## src/design/pcmpwm_pkg.sv

```systemverilog
// ----------------------------------------------------------------------------
// PCM PWM player package
// Shared constants, command codes, register indexes and the control and
// status bundles that pass between the controller and the datapath.
// ----------------------------------------------------------------------------
package pcmpwm_pkg;

  localparam int DEF_STORE_DEPTH = 512;

  // Command codes carried in the cmd field of a request.
  localparam logic [1:0] CMD_TICK   = 2'd0;
  localparam logic [1:0] CMD_PUSH   = 2'd1;
  localparam logic [1:0] CMD_LOAD   = 2'd2;
  localparam logic [1:0] CMD_REWIND = 2'd3;

  // Configuration register indexes.
  localparam int CFG_IDX_W  = 3;
  localparam int CFG_DATA_W = 32;
  localparam logic [CFG_IDX_W-1:0] REG_ENABLE      = 3'd0;
  localparam logic [CFG_IDX_W-1:0] REG_RUNNING     = 3'd1;
  localparam logic [CFG_IDX_W-1:0] REG_STREAM_MODE = 3'd2;
  localparam logic [CFG_IDX_W-1:0] REG_VOLUME      = 3'd3;
  localparam logic [CFG_IDX_W-1:0] REG_PWM_PERIOD  = 3'd4;
  localparam logic [CFG_IDX_W-1:0] REG_CLIP_LENGTH = 3'd5;
  localparam logic [CFG_IDX_W-1:0] REG_LOOP_ENABLE = 3'd6;

  localparam logic [7:0]  MIDSCALE      = 8'd128;
  localparam logic [15:0] FULL_SCALE_SQ = 16'(255 * 255);

  // Division by FULL_SCALE_SQ is a multiply by this reciprocal, a shift
  // right by RECIP_SHIFT and one correction step.
  localparam int          RECIP_SHIFT = 47;
  localparam logic [31:0] RECIP       = 32'((64'd1 << RECIP_SHIFT) / 64'(FULL_SCALE_SQ));

  typedef struct packed {
    logic take;      // request accepted this cycle
    logic mul1;      // sample scaling and period quotient check
    logic corr1;     // period quotient correction
    logic mul2;      // partial products of the duty
    logic mul3;      // reciprocal multiply of the remainder product
    logic mul4;      // back-multiply for the remainder quotient check
    logic load_out;  // load the result register
  } ctrl_cmd_t;

  typedef struct packed {
    logic is_tick;
  } ctrl_stat_t;

endpackage

```

## src/design/pcmpwm_ctrl.sv

```systemverilog
// ----------------------------------------------------------------------------
// PCM PWM player controller
// Sequences one request at a time through the duty computation steps and
// owns the request and result handshakes.
// ----------------------------------------------------------------------------
module pcmpwm_ctrl (
  input  logic                   clk,
  input  logic                   rst,
  input  logic                   req_valid,
  output logic                   req_ready,
  output logic                   rsp_valid,
  input  logic                   rsp_ready,
  input  pcmpwm_pkg::ctrl_stat_t stat,
  output pcmpwm_pkg::ctrl_cmd_t  cmd
);

  localparam logic [2:0] ST_IDLE  = 3'd0;
  localparam logic [2:0] ST_MUL1  = 3'd1;
  localparam logic [2:0] ST_CORR1 = 3'd2;
  localparam logic [2:0] ST_MUL2  = 3'd3;
  localparam logic [2:0] ST_MUL3  = 3'd4;
  localparam logic [2:0] ST_MUL4  = 3'd5;
  localparam logic [2:0] ST_FIN   = 3'd6;

  logic [2:0] state;
  logic [2:0] state_next;
  logic       out_valid;
  logic       out_valid_next;
  logic       out_free;

  // The result register may be reloaded in the cycle its content is taken.
  assign out_free  = !out_valid || rsp_ready;
  assign req_ready = (state == ST_IDLE);
  assign rsp_valid = out_valid;

  always_comb begin
    state_next = state;
    cmd        = '0;
    unique case (state)
      ST_IDLE: begin
        if (req_valid) begin
          cmd.take   = 1'b1;
          state_next = stat.is_tick ? ST_MUL1 : ST_FIN;
        end
      end
      ST_MUL1: begin
        cmd.mul1   = 1'b1;
        state_next = ST_CORR1;
      end
      ST_CORR1: begin
        cmd.corr1  = 1'b1;
        state_next = ST_MUL2;
      end
      ST_MUL2: begin
        cmd.mul2   = 1'b1;
        state_next = ST_MUL3;
      end
      ST_MUL3: begin
        cmd.mul3   = 1'b1;
        state_next = ST_MUL4;
      end
      ST_MUL4: begin
        cmd.mul4   = 1'b1;
        state_next = ST_FIN;
      end
      ST_FIN: begin
        if (out_free) begin
          cmd.load_out = 1'b1;
          state_next   = ST_IDLE;
        end
      end
      default: begin
        state_next = ST_IDLE;
      end
    endcase
  end

  always_comb begin
    if (cmd.load_out) begin
      out_valid_next = 1'b1;
    end else if (rsp_ready) begin
      out_valid_next = 1'b0;
    end else begin
      out_valid_next = out_valid;
    end
  end

  always_ff @(posedge clk) begin
    if (rst) begin
      state     <= ST_IDLE;
      out_valid <= 1'b0;
    end else begin
      state     <= state_next;
      out_valid <= out_valid_next;
    end
  end

endmodule

```

## config.mk

```make
export PLATFORM = sky130hd
export DESIGN_NAME = pcmpwm_ctrl
export DESIGN_NICKNAME = d
export VERILOG_FILES = /design/src/design/pcmpwm_pkg.sv /design/src/design/pcmpwm_ctrl.sv
export SDC_FILE = /design/constraint.sdc
export NUM_CORES = 1
export LEC_CHECK = 0
export ABC_AREA = 1
export BUFFER_PORTS_ARGS = -buffer_cell sky130_fd_sc_hd__buf_2
export CAP_MARGIN = 40
export CORE_AREA = 4 4 41 43
export DETAILED_ROUTE_END_ITERATION = 16
export DIE_AREA = 0 0 45 47
export MAX_ROUTING_LAYER = met4
export PLACE_DENSITY = 0.42
export SETUP_SLACK_MARGIN = 0.5
export SYNTH_ARGS = -nofsm -noshare
export SYNTH_HDL_FRONTEND = slang
export SYNTH_SLANG_ARGS = --single-unit
```

## constraint.sdc

```tcl
create_clock -name clk -period 1.04 [get_ports clk]
set_input_delay 0.052 -clock clk [delete_from_list [all_inputs] [get_ports clk]]
set_output_delay 0.052 -clock clk [all_outputs]
set_load 0.01 [all_outputs]
```

==> flow_summary_export.csv <==
group,metric,value,unit
timing,period_needed,1.15,ns
worst_setup_path,worstSetupStartpointType,"register",
final_layout,layout_common_cells,"buf_2, nor2_1, inv_1, nor2_2, nand2_2",
floorplanning,dieArea,2120,um2
worst_setup_path,critPathCaptureType,"output pin",
pwr,p_per_area,2120,nW/um2
clocking,cts.sinks,4,
placement,portBuffers,13,
pwr,power.leakage,0.000239,uW
floorplanning,core-area,1300,um2
drt,drt_wl_total,691,um
min_path,hold_depth,2,
global_route,antenna_found_initial,0,
timing,layout_setup_ws,-0.111,ns
final_layout,final_common_cell,"buf_2",
synth,avgSynthCellArea,5.86,um2
floorplanning,io_pins,14,
synth,ys_ff_latch,4,
final_layout,multiInputGateArea,184,um2
placement,dpl.cell_count,73,
min_path,worstHoldStart,"rst",
clocking,clkLatencyLatePin,0.24,ns
timing,fin_crit_sh,111,%
run,drv_cap,0,
pwr,clockPowerShare,21.2,%
synth,yosys_warnings,0,
pwr,switching_power,414,uW
floorplanning,row_count,13,
clocking,htreeDepth,1,
clocking,numCtsBuffers,3,
timing,fmax,869,MHz
synth,synth_cell_types,13,
pwr,irDropWorstVdd,1.17,mV
final_layout,fillerInstances,149,
final_layout,regArea,92.6,um2
floorplanning,dieHeight,47,um
final_layout,antenna_cells,0,
synth,syn_area,258,um2
global_route,grt_max_degree,7,
timing,hold_viol_final,0,
drt,wl_per_cell,8.75,um
clocking,cts_tree,"built",
timing,clock_skew,0.000913,ns
synth,synthCells,44,
pwr,combinationalPowerShare,51.8,%
worst_setup_path,slowest_delay,0.35,ns
timing,maxSlewViolCount,0,
clocking,cts-root-buf,"clkbuf_4",
timing,final.setup.tns,-0.723,ns
pwr,swShare,41.5,%
clocking,clk_pin_slew_worst_paths,0.04,ns
timing,tightest_slew,0.233,ns
worst_setup_path,r2r-start,"state[2]$_SDFFE_PP0P_",
min_path,min-delay-path-class,"in -> reg",
worst_setup_path,cp.required,0.99,ns
placement,gp_congestion,0.776,
pwr,p_int,585,uW
worst_setup_path,critical_path.max_fanout,4,
worst_setup_path,cp_cell_sequence,"nor2_2 -> inv_1 -> nor3_2 -> buf_2",
drt,drc,0,
global_route,grt.overflow.total,0,
global_route,grt_pass1_vias,292,
synth,yosysSeqAreaShare,31.1,%
placement,hpwlAfterDp,541,um
final_layout,fin_cells,79,
run_status,outcome,"finished with violations",
drt,vias_per_cell,4.01,
floorplanning,die_w,45,um
worst_setup_path,worstPathArrival,1.10,ns
clocking,cts.path.max_buffers,2,
worst_setup_path,startpoint,"state[0]$_SDFFE_PP0P_",
pwr,seqPwrFrac,27.0,%
synth,synth_top_area_cell,"dfxtp_1",
final_layout,area_growth,82.5,%
worst_setup_path,crit_path_top_delay_cell,"dfxtp_4",
final_layout,finalNetCount,70,
timing,rsz0062_at_grt,"true",
timing,worst_slew_margin_rel,84.3,%
worst_setup_path,rr_worst_depth,7,
floorplanning,start_util,19.8,%
global_route,grt_usage,8.08,%
final_layout,drive_gt1_share,68.8,%
drt,drtPass1Iterations,1,
synth,synth_nets,49,
synth,yosysTopAreaCellShare,31.1,%
global_route,grt_pass1_wl,1.14,mm
timing,finalSetupViolCount,9,
drt,drt_iter0_markers,0,
drt,ant_nets,0,
drt,vias,317,
run_status,violations,"setup timing",
timing,whs,0.0261,ns
worst_setup_path,crit_type,"reg -> out",
synth,synth.area.top_cells,"dfxtp_1, nor2_1, inv_1, nand2_1, nand3_1",
-- worst max-delay path: cells and delay by family (launching register included) --
kind          cells  cell delay [ns]
flops             1             0.35
simple gates      2             0.26
buf+inv           2             0.24
-- path summary, 6_finish.rpt --
| path | to | slack, ns |
|---|---|---|
| hold reg to reg | rsp_valid$_SDFFE_PP0P_ | 0.59 |
| setup reg to reg | state[2]$_SDFFE_PP0P_ | -0.05 |
| setup / recovery | cmd[6] | -0.11 |
| hold / removal | state[1]$_SDFFE_PP0P_ | 0.03 |
-- metrics by stage --
| step | total power [uW] | utilization (%) | worst slack [ns] | area [um2] |
|---|---|---|---|---|
| 6_report | 1000 | 36.2 | -0.111 | 470 |
| 2_1_floorplan | 527 | - | 0.116 | 283 |
| 3_5_place_dp | 674 | 28.7 | 0.0178 | 374 |
| 3_3_place_gp | 676 | 28.7 | 0.00125 | 374 |
| 4_1_cts | 976 | 34.4 | -0.121 | 448 |
| 5_1_grt | 1090 | 36.2 | -0.196 | 470 |
-- sequential cells by signal (all words and copies together) (netlist names) --
signal and count:
rsp_valid 1, state 3
-- area by class of cell --
cell class | count | share of cell area, %
clock buffers | 4 | 5.59
flip-flops and latches | 4 | 19.7
repair buffers | 17 | 23.7
inverters | 9 | 7.98
well taps | 15 | 3.99
multi-input cells | 30 | 39.1
-- synth_stat cells --
| cell | instances |
|---|---|
| a211oi_1 | 1 |
| a21oi_1 | 2 |
| buf_4 | 1 |
| dfxtp_1 | 4 |
| inv_1 | 9 |
| nand2_1 | 7 |
| nand3_1 | 3 |
| nand3_2 | 1 |
| nor2_1 | 12 |
| nor2_2 | 1 |
| nor3_1 | 1 |
| o21ai_0 | 1 |
| or2_1 | 1 |
-- logic make-up (layout without fill, tap and decap cells) --
group | count (synthesis) | in the layout | share of synthesized area, %
and+or+nand+nor | 26 | 26 | 44.2
buffers and inverters | 10 | 30 | 16.0
AOI/OAI and AO/OA | 4 | 4 | 8.74
DFF | 4 | 4 | 31.1
-- metal layers --
layer / vias to the layer above / track usage [%] / part of all wire (%) / wire (um)
li1: 173 / - / - / -
met1: 138 / 8.18 / 45 / 313
met2: 6 / 12.4 / 49 / 338
met3: 0 / 4.98 / 5.6 / 39
met4: 0 / 3.51 / 0 / 0
met5: - / - / 0 / 0
-- power by group through the flow --
stage                     Combinational (uW)  Clock, uW  Sequential [uW]
after CTS                                483        222              271
final                                    518        212              270
after floorplan                          276          0              251
after detailed placement                 416          0              258
after global routing                     576        234              279
after global placement                   418          0              257
-- timing repair --
| item | in CTS | in global routing |
|---|---|---|
| resized for setup | 13 | 5 |
| setup endpoints to repair | 13 | 13 |
| hold endpoints to repair | 0 | 0 |
| buffers inserted | 1 | 1 |
| pin swaps | 3 | 2 |
| cloned | 0 | 0 |
| hold buffers | 0 | 0 |
No activity file was read; power rests on OpenSTA's default activity.
